==> src/sv/swarq_pkg.sv <==
// shared types, constants and microprogram of the sliding-window arq sender
`timescale 1ns / 1ps

package swarq_pkg;

	// field widths
	localparam int ACT_W      = 2;
	localparam int SEQ_W      = 4;
	localparam int IDX_W      = 16;
	localparam int TICK_W     = 32;
	localparam int CFG_IDX_W  = 1;
	localparam int CFG_DATA_W = 16;

	localparam int DEF_WINDOW = 8;

	// action codes
	localparam logic [ACT_W-1:0] ACT_START = 2'd0;
	localparam logic [ACT_W-1:0] ACT_ACK   = 2'd1;
	localparam logic [ACT_W-1:0] ACT_TICK  = 2'd2;

	// register indexes
	localparam logic [CFG_IDX_W-1:0] REG_TOTAL_SEGMENTS = 1'd0;
	localparam logic [CFG_IDX_W-1:0] REG_TIMEOUT_TICKS  = 1'd1;

	localparam logic [IDX_W-1:0] TIMEOUT_RST = 16'd1000;

	// microprogram
	localparam int PC_W = 4;

	typedef enum logic [3:0] {
		OP_NOP,
		OP_FETCH,
		OP_TICK,
		OP_TICK_SETUP,
		OP_EMIT,
		OP_REPORT,
		OP_START,
		OP_ACK_SETUP,
		OP_ADV,
		OP_ADV_LOOP,
		OP_ACK_MARK
	} uop_t;

	typedef enum logic [3:0] {
		C_NEVER,
		C_ALWAYS,
		C_NO_ITEM,
		C_IS_START,
		C_IS_ACK,
		C_NOT_TICK,
		C_NO_TIMEOUT,
		C_RUN_END,
		C_ACK_IGNORE,
		C_ACK_NOT_BASE
	} cond_t;

	typedef struct packed {
		uop_t            uop;
		cond_t           cond;
		logic [PC_W-1:0] target;
	} ctrl_t;

	// status from the datapath into the sequencer
	typedef struct packed {
		logic no_item;
		logic is_start;
		logic is_ack;
		logic not_tick;
		logic no_timeout;
		logic run_end;
		logic ack_ignore;
		logic ack_not_base;
		logic hold;
	} seq_flags_t;

	localparam logic [PC_W-1:0] A_FETCH    = 4'd0;
	localparam logic [PC_W-1:0] A_DISP0    = 4'd1;
	localparam logic [PC_W-1:0] A_DISP1    = 4'd2;
	localparam logic [PC_W-1:0] A_DISP2    = 4'd3;
	localparam logic [PC_W-1:0] A_TICK     = 4'd4;
	localparam logic [PC_W-1:0] A_TICK_CHK = 4'd5;
	localparam logic [PC_W-1:0] A_RUN      = 4'd6;
	localparam logic [PC_W-1:0] A_REPORT   = 4'd7;
	localparam logic [PC_W-1:0] A_START    = 4'd8;
	localparam logic [PC_W-1:0] A_ACK      = 4'd9;
	localparam logic [PC_W-1:0] A_ACK_BASE = 4'd10;
	localparam logic [PC_W-1:0] A_ADV      = 4'd11;
	localparam logic [PC_W-1:0] A_ADV_LOOP = 4'd12;
	localparam logic [PC_W-1:0] A_MARK     = 4'd13;

	function automatic ctrl_t ucode(input logic [PC_W-1:0] pc);
		ctrl_t w;
		unique case (pc)
			A_FETCH:    w = '{OP_FETCH,      C_NO_ITEM,      A_FETCH};
			A_DISP0:    w = '{OP_NOP,        C_IS_START,     A_START};
			A_DISP1:    w = '{OP_NOP,        C_IS_ACK,       A_ACK};
			A_DISP2:    w = '{OP_NOP,        C_NOT_TICK,     A_FETCH};
			A_TICK:     w = '{OP_TICK,       C_NEVER,        A_FETCH};
			A_TICK_CHK: w = '{OP_TICK_SETUP, C_NO_TIMEOUT,   A_FETCH};
			A_RUN:      w = '{OP_EMIT,       C_RUN_END,      A_REPORT};
			A_REPORT:   w = '{OP_REPORT,     C_ALWAYS,       A_FETCH};
			A_START:    w = '{OP_START,      C_ALWAYS,       A_RUN};
			A_ACK:      w = '{OP_ACK_SETUP,  C_ACK_IGNORE,   A_FETCH};
			A_ACK_BASE: w = '{OP_NOP,        C_ACK_NOT_BASE, A_MARK};
			A_ADV:      w = '{OP_ADV,        C_NEVER,        A_FETCH};
			A_ADV_LOOP: w = '{OP_ADV_LOOP,   C_ALWAYS,       A_RUN};
			A_MARK:     w = '{OP_ACK_MARK,   C_ALWAYS,       A_FETCH};
			default:    w = '{OP_NOP,        C_ALWAYS,       A_FETCH};
		endcase
		return w;
	endfunction

endpackage

==> src/sv/swarq_useq.sv <==
// microcode sequencer: step counter, control rom and conditional jumps
`timescale 1ns / 1ps

module swarq_useq
	import swarq_pkg::*;
(
	input  logic       clk,
	input  logic       arst_n,
	input  seq_flags_t flags,
	output ctrl_t      ctrl
);

	logic [PC_W-1:0] pc_q;
	logic            take;

	assign ctrl = ucode(pc_q);

	always_comb begin
		unique case (ctrl.cond)
			C_NEVER:        take = 1'b0;
			C_ALWAYS:       take = 1'b1;
			C_NO_ITEM:      take = flags.no_item;
			C_IS_START:     take = flags.is_start;
			C_IS_ACK:       take = flags.is_ack;
			C_NOT_TICK:     take = flags.not_tick;
			C_NO_TIMEOUT:   take = flags.no_timeout;
			C_RUN_END:      take = flags.run_end;
			C_ACK_IGNORE:   take = flags.ack_ignore;
			C_ACK_NOT_BASE: take = flags.ack_not_base;
			default:        take = 1'b0;
		endcase
	end

	always_ff @(posedge clk or negedge arst_n) begin
		if (!arst_n) begin
			pc_q <= A_FETCH;
		end else if (flags.hold) begin
			pc_q <= pc_q;
		end else if (take) begin
			pc_q <= ctrl.target;
		end else begin
			pc_q <= pc_q + PC_W'(1);
		end
	end

endmodule

==> config.mk <==
export PLATFORM = sky130hd
export DESIGN_NAME = swarq_useq
export DESIGN_NICKNAME = d
export VERILOG_FILES = /design/src/sv/swarq_pkg.sv /design/src/sv/swarq_useq.sv
export SDC_FILE = /design/constraint.sdc
export NUM_CORES = 1
export LEC_CHECK = 0
export ABC_AREA = 1
export BUFFER_PORTS_ARGS = -buffer_cell sky130_fd_sc_hd__buf_4
export CORE_MARGIN = 2
export CORE_UTILIZATION = 52
export CTS_CLUSTER_SIZE = 16
export DETAILED_ROUTE_END_ITERATION = 7
export PLACE_DENSITY_LB_ADDON = 0.3
export SLEW_MARGIN = 30
export SYNTH_ARGS = -nofsm -noshare
export SYNTH_HDL_FRONTEND = slang
export SYNTH_SLANG_ARGS = --single-unit
==> constraint.sdc <==
create_clock -name clk -period 2.5 [get_ports clk]
set_input_delay 0.25 -clock clk [delete_from_list [all_inputs] [get_ports clk]]
set_output_delay 0.25 -clock clk [all_outputs]
set_load 0.005 [all_outputs]
* After elaboration in Yosys (flattened, before gate mapping) *
Memory sizes are Yosys's and may differ from the RTL's.
Cells that the tools add are included.

word-level totals
  register bits = 4
  memory bits (read-only) = 192
  input port bits = 11
  output and inout port bits = 12
  word-level logic and storage cells = 14
  memories kept = 1

memories
  name              words  bits a word  read ports  clocked after Yosys merged registers in  wr ports  line             text
  (name not given)  16     12           1           0                                        0         swarq_pkg.sv:93  unique case (pc)

operators by class
  add/sub/neg operators = 1
  equal/unequal tests = 9
  multiplexer cells = 2

operators with widths
  operator                                                         number
  4-bit by 3-bit == test with 1-bit output, second input constant  4
  1-bit one-hot mux with 9 select lines                            1
  4-bit by 2-bit == test with 1-bit output, second input constant  2
  4-bit == test, second input constant                             2
  4-bit by 1-bit adder with 4-bit output, second input constant    1
  4-bit by 1-bit == test with 1-bit output, second input constant  1
  4-bit two-way mux                                                1

* Depth between registers and ports, before layout *
Gate-level depths: netlist of run 1.
An unclocked memory read counts as a cell.

  word-level depth = 4
  depth in mapped cells = 15
  depth with buffers taken out = 14

* Least setup slack after synthesis of run 1 *
OpenSTA, ideal clock, no wires.

  path type = register to register
  start = register pc_q[1]
  end = register pc_q[3]
  library setup time = 116 ps
  arrival = 1728 ps
  data required time = 2384 ps
  slack = 656 ps
  stages on the path, launching flop included = 13
  path buffers = 0
  period minus slack after synthesis = 1844 ps
  path through = dfrtp_1 > inv_2 > ha_1 > inv_1 > nand2_2 > nand2_2 > nor2_4 > nand3b_4 > nand4_2 > nand2_1 > nand2_1 > nand2_1 > nand2_1

RTL lines
  item                      line              text
  start: declaration        swarq_useq.sv:13  logic [PC_W-1:0] pc_q;
  start signal: assignment  swarq_useq.sv:38  pc_q <= pc_q;
  start signal: assignment  swarq_useq.sv:40  pc_q <= ctrl.target;
  start signal: assignment  swarq_useq.sv:42  pc_q <= pc_q + PC_W'(1);

* Worst setup path after layout of run 1 *
  start = register pc_q[1]
  end = register pc_q[3]

on the way
  word-level cells in the longest chain between the ends = 4
  elaborated cells on any way between the ends = 13
  classes of those cells = add/sub: 1; eq/ne: 9; mux: 2; memory: 1

RTL lines
  item                                   line              text
  memory 16 x 12 bit                     n/a
  4-bit == test (tied with other cells)  swarq_useq.sv:19  unique case (ctrl.cond)
  1-bit one-hot mux with 9 select lines  swarq_useq.sv:19
  4-bit two-way mux *                    swarq_useq.sv:39  end else if (take) begin

Every way passes the cells marked *; elsewhere a longest branch is shown, timed or not.
A chain may end at the register's enable or synchronous reset.

==> results of run 1 <==
cell usage after synthesis, types with 4 or more instances:
cell type | n | area [um^2]
nor2_2 | 5 | 31.28
dfrtp_1 | 4 | 100.1
nor2_1 | 11 | 41.29
nand2_2 | 7 | 43.79
nand2_1 | 31 | 116.4
nor2_4 | 4 | 45.04
inv_1 | 15 | 56.30
nand4_1 | 6 | 37.54
nand3_1 | 12 | 60.06
buf_6 | 4 | 45.04
ha_1 | 4 | 50.05
o21ai_0 | 4 | 20.02
worst register-to-register path, delay by kind of cell (launching register included):
| family | cells | cell delay, ns |
|---|---|---|
| adders and majority gates | 1 | 0.35 |
| buffers and inverters | 2 | 0.21 |
| DFF | 1 | 0.54 |
| and+or+nand+nor | 9 | 0.91 |
worst max-delay path by stage:
stage              end  depth (start not counted)
2_1_floorplan  pc_q[3]                         12
3_3_place_gp   pc_q[3]                         12
3_5_place_dp   pc_q[3]                         14
4_1_cts        pc_q[3]                         14
5_1_grt        pc_q[3]                         14
6_report       pc_q[3]                         12
cell families (layout without fill, tap and decap cells):
group                      Yosys count  after routing  synth area share (%)
and+or+nand+nor                     86             86                 57.33
DFF                                  4              4                 11.38
xor gates and xnor gates             2              2                 1.992
AOI/OAI and AO/OA                    9              9                 6.260
buffers and inverters               25             47                 17.35
adders and majority gates            4              4                 5.690
cells in the final DEF, fill, tap and decap left out:
master	count
nand2_1	31
buf_4	23
inv_1	15
nand3_1	12
nor2_1	11
nand2_2	7
nand4_1	6
nor2_2	5
nor2_4	4
o21ai_0	4
ha_1	4
dfrtp_1	4
inv_2	3
nand3_2	3
nand4_2	3
clkbuf_4	3
inv_8	1
inv_6	1
nor3_2	1
a31oi_1	1
o21a_1	1
o211ai_1	1
nor2_8	1
o221ai_1	1
a21oi_1	1
nand2_4	1
nand3b_4	1
xnor2_1	1
xor2_1	1
dlygate4sd3_1	1
area by class of cell:
class / count / share of cell area (%)
inverter: 20 / 8.424
timing repair buffer: 24 / 17.57
tap: 16 / 1.925
multi-input combinational: 101 / 60.29
clock buffer: 3 / 2.166
sequential: 4 / 9.627
per-stage QoR:
step,cell area (um^2),setup slack [ns]
5_1_grt,1040,0.2073
3_5_place_dp,1007,0.4078
3_3_place_gp,1007,0.5166
6_report,1040,0.3701
2_1_floorplan,879.6,0.6557
4_1_cts,1040,0.3946
power by group through the flow:
stage,logic [mW],registers (mW),clock network [mW]
after floorplan,1.04,0.129,0
after global placement,1.27,0.187,0
after detailed placement,1.30,0.188,0
after CTS,1.30,0.187,0.0829
after global routing,1.44,0.195,0.0938
final,1.31,0.189,0.0825
layer usage:
layer / wire, um / GRT usage (%)
met1: 947 / 33.50
met2: 1070 / 36.57
met3: 117 / 2.400
met4: 25 / 12.94
met5: 0 / 0
==> impl_results.md, run 1 <==
- DRT Pass-1 Iters: 4
- Antenna violations before repair: 0
- FF/Latch Area: 100.1 um^2
- Ys Warns: 0
- Share of layout cells above drive strength 1: a little under two fifths
- Min Tclk post-route: roughly 2.1 ns
- Slew Limit Fails: 0
- Sw Share: 56.88%
- Core Box Area: 1541 um^2
- Capturing point of the worst reg2reg path: pc_q[3]
- DRC Markers: 0
- Final Hold Viols: 0
- Area growth syn-to-layout: 18.21%
- Peak VDD IR: 0.0007566 V
- Worst path bufs/invs: 2
- Die W: approximately 45 um
- Fillers: between 100 and 150
- Biggest register: pc_q
- Drt wl/cell: 12.86 um
- I/O Buffers: 22
- Setup crit start kind: flop
- Initial Utilization: 57.06%
- Max H-tree Level: 1
- P_sw: 900.7 uW
- PD cells: 1523 nW/um^2
- Total GRT Usage: 24.16%
- Top_reg_cell synth: dfrtp_1
- Via count: 922
- CP required: 2.62 ns
- Post-synth ARST share: 100.0%
- GP Congestion: 0.9876
- Sequential Power Share: 12.0%
- Register area share after synthesis: a little under an eighth
- Min-Delay Path Class: in2reg
- Fin Hold WS: about 0.25 ns
- CP max-delay cell: dfrtp_1
- Max-cap violations: 0
- Crit path kind: reg2reg
- Root buf cell: clkbuf_4
- Synth Net Count: 145
- Layout Skew: 0.005518 ns
- N_diodes: 0
- Cells along the critical path: inv_2, ha_1, inv_1, nand2_2, nand2_2, nor2_4, nand3b_4, nand4_2, nand2_1, nand2_1, nand2_1, nand2_1
- Top flop regs: pc_q: 4 flops
- Achievable frequency: between 400 and 500 MHz
- CP arrival: 2.25 ns
- ANT nets after route: 0
- R2r worst-path depth: 12
- First-pass GRT wire length: 3581 um
- Total power: 1.583 mW
- Worst hold endpoint: pc_q[0]
- Mean post-synth cell area: 6.766 um^2
- Clk pin slew, worst setup/hold paths: around 0.040 ns
- Worst-Margin Slew: 0.6104 ns
- Setup TNS: 0 ns
- Initial DRC count: 30
- Worst setup path start: pc_q[1]
- Yosys reg bits: 4
- Largest net degree at the start of global routing: 15
- Chip height: roughly 45 um
- Non-Filler Instances: 168
- Clock network power share: about 5.2%
- Power share of the combinational group: 82.8%
- RSZ-0062 raised after global routing: no
- Clock Path Buffers: 2
- Delay-heaviest family, CP: simple AND/OR/NAND/NOR gates
- Leakage Power: 0.5882 nW
- Number of flops mapped to enable cells by yosys: 0
- Final Util: 67.45%
- Dpl cells: 164
- Drt via density: 5.488
- Total CTS buffers: 3
- Final #Nets: 169
- # IOs: 23
- Slew Limit Headroom: 59.30%
- Die area: 2037 um^2
- Worst Path Max Fanout: 9
- Hold Crit Start: flags[0]
- CTS tree: yes
- WL final: 2160 um
- Setup bufs post-CTS: 0
- Post-CTS Hold Buffers: 1
- TritonCTS Sinks: 4
- Global route total overflow: 0
- CP endpoint kind: flop
- FP Rows: 14
- Status: completed
- Multi-input gate area: 626.9 um^2
- Internal power: 682.8 uW
- Slowest stage delay, CP: 0.54 ns
- CP most frequent cell: nand2_1
- Cells on Worst Hold Path: 3
- Final setup viols: 0
- Cell count after synthesis: 130
- FF-to-FF setup slack: around 0.37 ns
- Max reg flops: 4
- DPL Wire Length: 1742 um
- Clock latency on the worst-skew pair: 0.24 ns
- Vias in the first global route: 813
- Post-Syn Area: 879.6 um^2
- Post-CTS Resized: 0
- Reg-to-reg startpoint: pc_q[1]
- Tcrit/Tclk final: 85.20%
- Yosys cell types: 29
(Power assumes the default switching activity.)
==> run 2, diff against run 1 <==
--- a/config.mk
+++ b/config.mk
@@ -8,9 +8,10 @@
 export ABC_AREA = 1
 export BUFFER_PORTS_ARGS = -buffer_cell sky130_fd_sc_hd__buf_4
 export CORE_MARGIN = 2
-export CORE_UTILIZATION = 52
+export CORE_UTILIZATION = 47
 export CTS_CLUSTER_SIZE = 16
 export DETAILED_ROUTE_END_ITERATION = 7
+export MAX_ROUTING_LAYER = met4
 export PLACE_DENSITY_LB_ADDON = 0.3
 export SLEW_MARGIN = 30
 export SYNTH_ARGS = -nofsm -noshare
==> constraint.sdc (replaced) <==
create_clock -name clk -period 1.9 [get_ports clk]
set_input_delay 0.19 -clock clk [delete_from_list [all_inputs] [get_ports clk]]
set_output_delay 0.19 -clock clk [all_outputs]
set_load 0.005 [all_outputs]
==> impl_results.md, run 2 (synthesis results as in run 1) <==
- Vias in the first global route: 787 (-3.2%)
- Global route total overflow: 0 (unchanged)
- Area growth syn-to-layout: 28.59%
- CTS tree: yes
- ANT nets after route: 0 (unchanged)
- Drt via density: 5.087 (-7.3%)
- Clock Path Buffers: 2 (unchanged)
- Chip height: 47.26 um (+4.7%)
- Tcrit/Tclk final: 91.20%
- Core Box Area: 1745 um^2 (+13%)
- DPL Wire Length: 1678 um (-3.7%)
- TritonCTS Sinks: 4 (unchanged)
- Initial Utilization: 50.39% (-6.7 points)
- Initial DRC count: 31 (+3.3%)
- Root buf cell: clkbuf_4
- Die area: 2234 um^2 (+9.7%)
- PD cells: 1996 nW/um^2 (+31%)
- Setup TNS: 0 ns (unchanged)
- Biggest register: pc_q
- Crit path kind: reg2out
- N_diodes: 0 (unchanged)
- Fillers: 157 (+14%)
- Largest net degree at the start of global routing: 15 (unchanged)
- Max-cap violations: 0 (unchanged)
- Total CTS buffers: 3 (unchanged)
- Top flop regs: pc_q: 4 flops
- Final #Nets: 175 (+3.6%)
- Worst hold endpoint: pc_q[1]
- Min-Delay Path Class: in2reg
- # IOs: 23 (unchanged)
- Via count: 931 (+0.98%)
- Capturing point of the worst reg2reg path: pc_q[3]
- Reg-to-reg startpoint: pc_q[1]
- Total GRT Usage: 21.97% (-2.2 points)
- FF/Latch Area: 101.3 um^2 (+1.2%)
- FF-to-FF setup slack: 0.17 ns (-0.20 ns)
- Setup slack after layout: 0.1671 ns (-0.2030 ns)
- Leakage Power: 0.6210 nW (+5.6%)
- Setup WS pre-CTS: 0.1166 ns (-0.2913 ns)
- Layout Skew: 0.004211 ns (-0.001307 ns)
- Drt wl/cell: 11.61 um (-9.7%)
- WL final: 2124 um (-1.7%)
- Min Tclk post-route: approximately 1.7 ns
- I/O Buffers: 22 (unchanged)
- First-pass GRT wire length: 3422 um (-4.4%)
- Achievable frequency: 577.1 MHz
- Slew Limit Headroom: 75.12% (+16 points)
- Status: completed
- Max reg flops: 4 (unchanged)
- Worst-Margin Slew: 0.3731 ns (-0.2373 ns)
- Die W: 47.26 um (+4.7%)
- Share of layout cells above drive strength 1: 41.14% (+3.6 points)
- Final Hold Viols: 0 (unchanged)
- Cells on Worst Hold Path: 3 (unchanged)
- CP arrival: 1.54 ns (-0.71 ns)
- Multi-input gate area: 660.6 um^2 (+5.4%)
- CP endpoint kind: primary output
- Commonest non-fill, non-tap cell in the layout: nand2_1
- GP Congestion: 0.9830 (-0.47%)
- DRT Pass-1 Iters: 4 (unchanged)
- Worst Path Max Fanout: 6 (-3)
- Setup crit start kind: flop
- Antenna violations before repair: 0 (unchanged)
- Peak VDD IR: 0.001190 V (+57%)
- Final setup viols: 0 (unchanged)
- Max H-tree Level: 1 (unchanged)
- RSZ-0062 raised after global routing: no
- DRC Markers: 0 (unchanged)
- CP required: 1.71 ns (-0.91 ns)
- Most frequent cells in the layout: nand2_1 (31), buf_4 (29), inv_1 (15)
- FP Rows: 15 (+1)
- Slew Limit Fails: 0 (unchanged)
- Clock latency on the worst-skew pair: 0.24 ns (about the same)
- R2r worst-path depth: 12 (unchanged)
- Clk pin slew, worst setup/hold paths: 0.04 ns (about the same)
- Hold Crit Start: flags[0]
## run 2: changes by cell type in the layout (fill, tap and decap cells not counted)
cell	previous run	this run
nand2_4	1	2
nand4_4	0	1
ha_4	0	1
nand2_2	7	6
dfrtp_1	4	3
nand3_4	0	1
nand3_2	3	2
buf_4	23	29
dfrtp_2	0	1
nand4_2	3	2
ha_1	4	3
## run 2: metrics by stage
stage	area (um^2)	hold WS (ns)	instances	util [%]	total power, mW
finish	1131	0.1948	183	64.80	2.257
global route	1131	0.1976	183	64.80	2.479
CTS	1089	0.1931	182	62.37	2.134
detailed placement	1056	-0.01376	178	60.50	2.018
global placement	1056	-0.01425	178	60.50	1.994
floorplan	879.6	-0.1056	130	-	1.542
## run 2: how the worst max path moves through the flow
stage | start | end | slack, ns
after floorplan | pc_q[1] | pc_q[3] | 0.06
after global placement | pc_q[2] | pc_q[2] | 0.13
after detailed placement | pc_q[2] | pc_q[2] | 0.12
after CTS | pc_q[2] | pc_q[2] | 0.11
after global routing | pc_q[0] | pc_q[0] | 0.004
final | pc_q[0] | ctrl[2] | 0.17
## run 2: cell type report
cell class	instances	area share (%)
Multi-Input combinational cell	101	58.41
Tap cell	25	2.765
Clock buffer	3	1.991
Sequential cell	4	8.960
Timing Repair Buffer	30	20.13
Inverter	20	7.743
## run 2: timing repair
action / in CTS / in global routing
resized for setup: 0 / 5
setup endpoints to repair: 0 / 4
setup buffers: 0 / 1
endpoints found under the hold margin: 4 / 0
hold buffers: 1 / 0
## run 2: worst max-delay path, stage by stage, from the launching register on
cell	delay, ns
dfrtp_1	0.38
inv_2	0.08
buf_4	0.14
ha_1	0.16
inv_1	0.06
nor3_2	0.09
inv_1	0.07
a31oi_1	0.18
buf_4	0.15
## run 2: report_power, final
part	internal (mW)	switching, mW	total (mW)
clock	0.0706	0.0341	0.105
combinational	0.841	1.10	1.94
sequential	0.129	0.0802	0.209
## run 2: routing by layer
metal / vias up / track usage, % / wire length, um
met5: - / - / 0
met4: 0 / 6.667 / 5
met3: 2 / 2.308 / 125
met2: 30 / 32.97 / 1034
met1: 419 / 30.66 / 959
li1: 480 / - / -
==> run 3, diff against run 2 <==
--- a/config.mk
+++ b/config.mk
@@ -11,6 +11,8 @@
 export CORE_UTILIZATION = 47
 export CTS_CLUSTER_SIZE = 16
 export DETAILED_ROUTE_END_ITERATION = 7
+export GPL_TIMING_DRIVEN = 0
+export HOLD_SLACK_MARGIN = 0.05
 export MAX_ROUTING_LAYER = met4
 export PLACE_DENSITY_LB_ADDON = 0.3
 export SLEW_MARGIN = 30
==> impl_results.md, run 3 (synthesis results as in run 1) <==
- Layout Skew: 0.003619 ns (-0.0005919 ns)
- Drt via density: 5.274 (+3.7%)
- Crit path kind: reg2reg
- I/O Buffers: 22 (unchanged)
- Largest net degree at the start of global routing: 11 (-4)
- Max reg flops: 4 (unchanged)
- CP required: 2.01 ns (+0.30 ns)
- DRT Pass-1 Iters: 4 (unchanged)
- Drt wl/cell: 12.12 um (+4.4%)
- Chip height: 47.26 um (unchanged)
- First-pass GRT wire length: 3608 um (+5.4%)
- GP Congestion: 0.9258 (-5.8%)
- TritonCTS Sinks: 4 (unchanged)
- Min Tclk post-route: 1.863 ns (+0.1301 ns)
- CP most frequent cell: nand2_1
- Most frequent cells in the layout: nand2_1 (31), buf_4 (31), inv_1 (14)
- CP arrival: 1.98 ns (+0.44 ns)
- Reg-to-reg startpoint: pc_q[0]
- Worst Path Max Fanout: 5 (-1)
- Hold Crit Start: flags[0]
- Leakage Power: 0.6836 nW (+10%)
- DPL Wire Length: 1580 um (-5.8%)
- Global route total overflow: 0 (unchanged)
- FF-to-FF setup slack: 0.04 ns (-0.13 ns)
- Initial DRC count: 39 (+26%)
- Clock Path Buffers: 2 (unchanged)
- Total CTS buffers: 3 (unchanged)
- Worst hold endpoint: pc_q[2]
- Tcrit/Tclk final: 98.05% (+6.8 points)
- CP endpoint kind: flop
- Clock latency on the worst-skew pair: 0.23 ns (about the same)
- Delay-heaviest family, CP: simple AND/OR/NAND/NOR gates
- Max-cap violations: 0 (unchanged)
- Slew Limit Headroom: 82.41% (+7.3 points)
- Core Box Area: 1745 um^2 (unchanged)
- Slew Limit Fails: 0 (unchanged)
- Total power: 2.585 mW (+15%)
- Setup crit start kind: flop
- Root buf cell: clkbuf_4
- Post-Place Cell Area: 1076 um^2 (+1.9%)
- Status: completed
- Vias in the first global route: 881 (+12%)
- Fin Hold WS: 0.1983 ns (+0.003423 ns)
- Worst path bufs/invs: 3 (-2)
- Die W: 47.26 um (unchanged)
- DRC Markers: 0 (unchanged)
- Final Hold Viols: 0 (unchanged)
- Antenna violations before repair: 0 (unchanged)
- Final #Nets: 182 (+4.0%)
- Cells on Worst Hold Path: 3 (unchanged)
- Share of layout cells above drive strength 1: 46.67% (+5.5 points)
- Via count: 1002 (+7.6%)
- # IOs: 23 (unchanged)
- Max H-tree Level: 1 (unchanged)
- Setup slack after layout: 0.03704 ns (-0.1301 ns)
- Min-Delay Path Class: in2reg
- Area growth syn-to-layout: 41.68%
- Worst-Margin Slew: 0.2612 ns (-0.1120 ns)
- Achievable frequency: 536.8 MHz (-7.0%)
- PD cells: 2074 nW/um^2 (+3.9%)
- Final instance area: 1246 um^2 (+10%)
- FP Rows: 15 (unchanged)
- CTS tree: yes
- Total GRT Usage: 23.16% (+1.2 points)
- Top flop regs: pc_q: 4 flops
- Capturing point of the worst reg2reg path: pc_q[3]
- Setup WS pre-CTS: -0.2469 ns (-0.3635 ns)
- Initial Utilization: 50.39% (unchanged)
- R2r worst-path depth: 13 (+1)
- CP max-delay cell: dfrtp_1
- Biggest register: pc_q
- Slowest stage delay, CP: 0.36 ns (-0.02 ns)
- Final setup viols: 0 (unchanged)
- Clk pin slew, worst setup/hold paths: 0.04 ns (about the same)
- Die area: 2234 um^2 (unchanged)
- WL final: 2303 um (+8.4%)
- Peak VDD IR: 0.001161 V (-2.4%)
- Cells along the critical path: buf_6, inv_8, ha_4, inv_4, nand2_4, nand2_4, nor2_4, nand3b_4, nand4_4, nand2_1, nand2_1, nand2_1, nand2_1
- Final Util: 71.40% (+6.6 points)
- N_diodes: 0 (unchanged)
- ANT nets after route: 0 (unchanged)
-- run 3: power breakdown --
group          internal [mW]  switching (mW)  total (mW)
combinational           1.03            1.29        2.33
clock                 0.0705          0.0326       0.103
sequential             0.130          0.0246       0.154
total                   1.23            1.35        2.59
-- run 3: what timing repair did --
action,in CTS,in global routing
hold buffers,1,0
setup buffers,3,6
resized for setup,5,10
hold endpoints to repair,4,0
pin swaps,1,5
endpoints found under the setup margin,7,5
-- run 3: how the worst max path moves through the flow --
stage / startpoint / endpoint / slack [ns] / cells past startpoint
finish: pc_q[0] / pc_q[3] / 0.04 / 13
global route: pc_q[0] / pc_q[0] / -0.03 / 13
CTS: pc_q[0] / pc_q[3] / 0.03 / 13
detailed placement: pc_q[1] / pc_q[3] / -0.25 / 12
global placement: pc_q[1] / pc_q[3] / -0.21 / 12
floorplan: pc_q[1] / pc_q[3] / 0.06 / 12
-- run 3: per-stage QoR --
stage	TNS (ns)	std cells
final	0	190
after global placement	-0.7689	177
after floorplan	0	130
after CTS	0	184
after global routing	-0.07355	190
after detailed placement	-0.8613	177
-- run 3: cell type report --
cell class,count,area [um^2]
plain buffers,5,65.06
clock buffers,3,22.52
fillers,144,499.2
inverters,20,97.59
multi-input cells,101,685.7
flip-flops and latches,4,101.3
well taps,25,31.28
repair buffers,32,242.7
-- run 3: layer usage --
metal,vias to the layer above,GRT usage [%],part of all wire [%]
met1,460,32.19,44
li1,492,-,-
met2,46,34.59,47
met3,4,1.538,7.0
met4,0,8.889,1.3
met5,-,-,0
-- run 3: tightest hold or removal path: stages --
cell and delay, ns:
buf_4 0.10, nand2_1 0.05, nand2_1 0.05
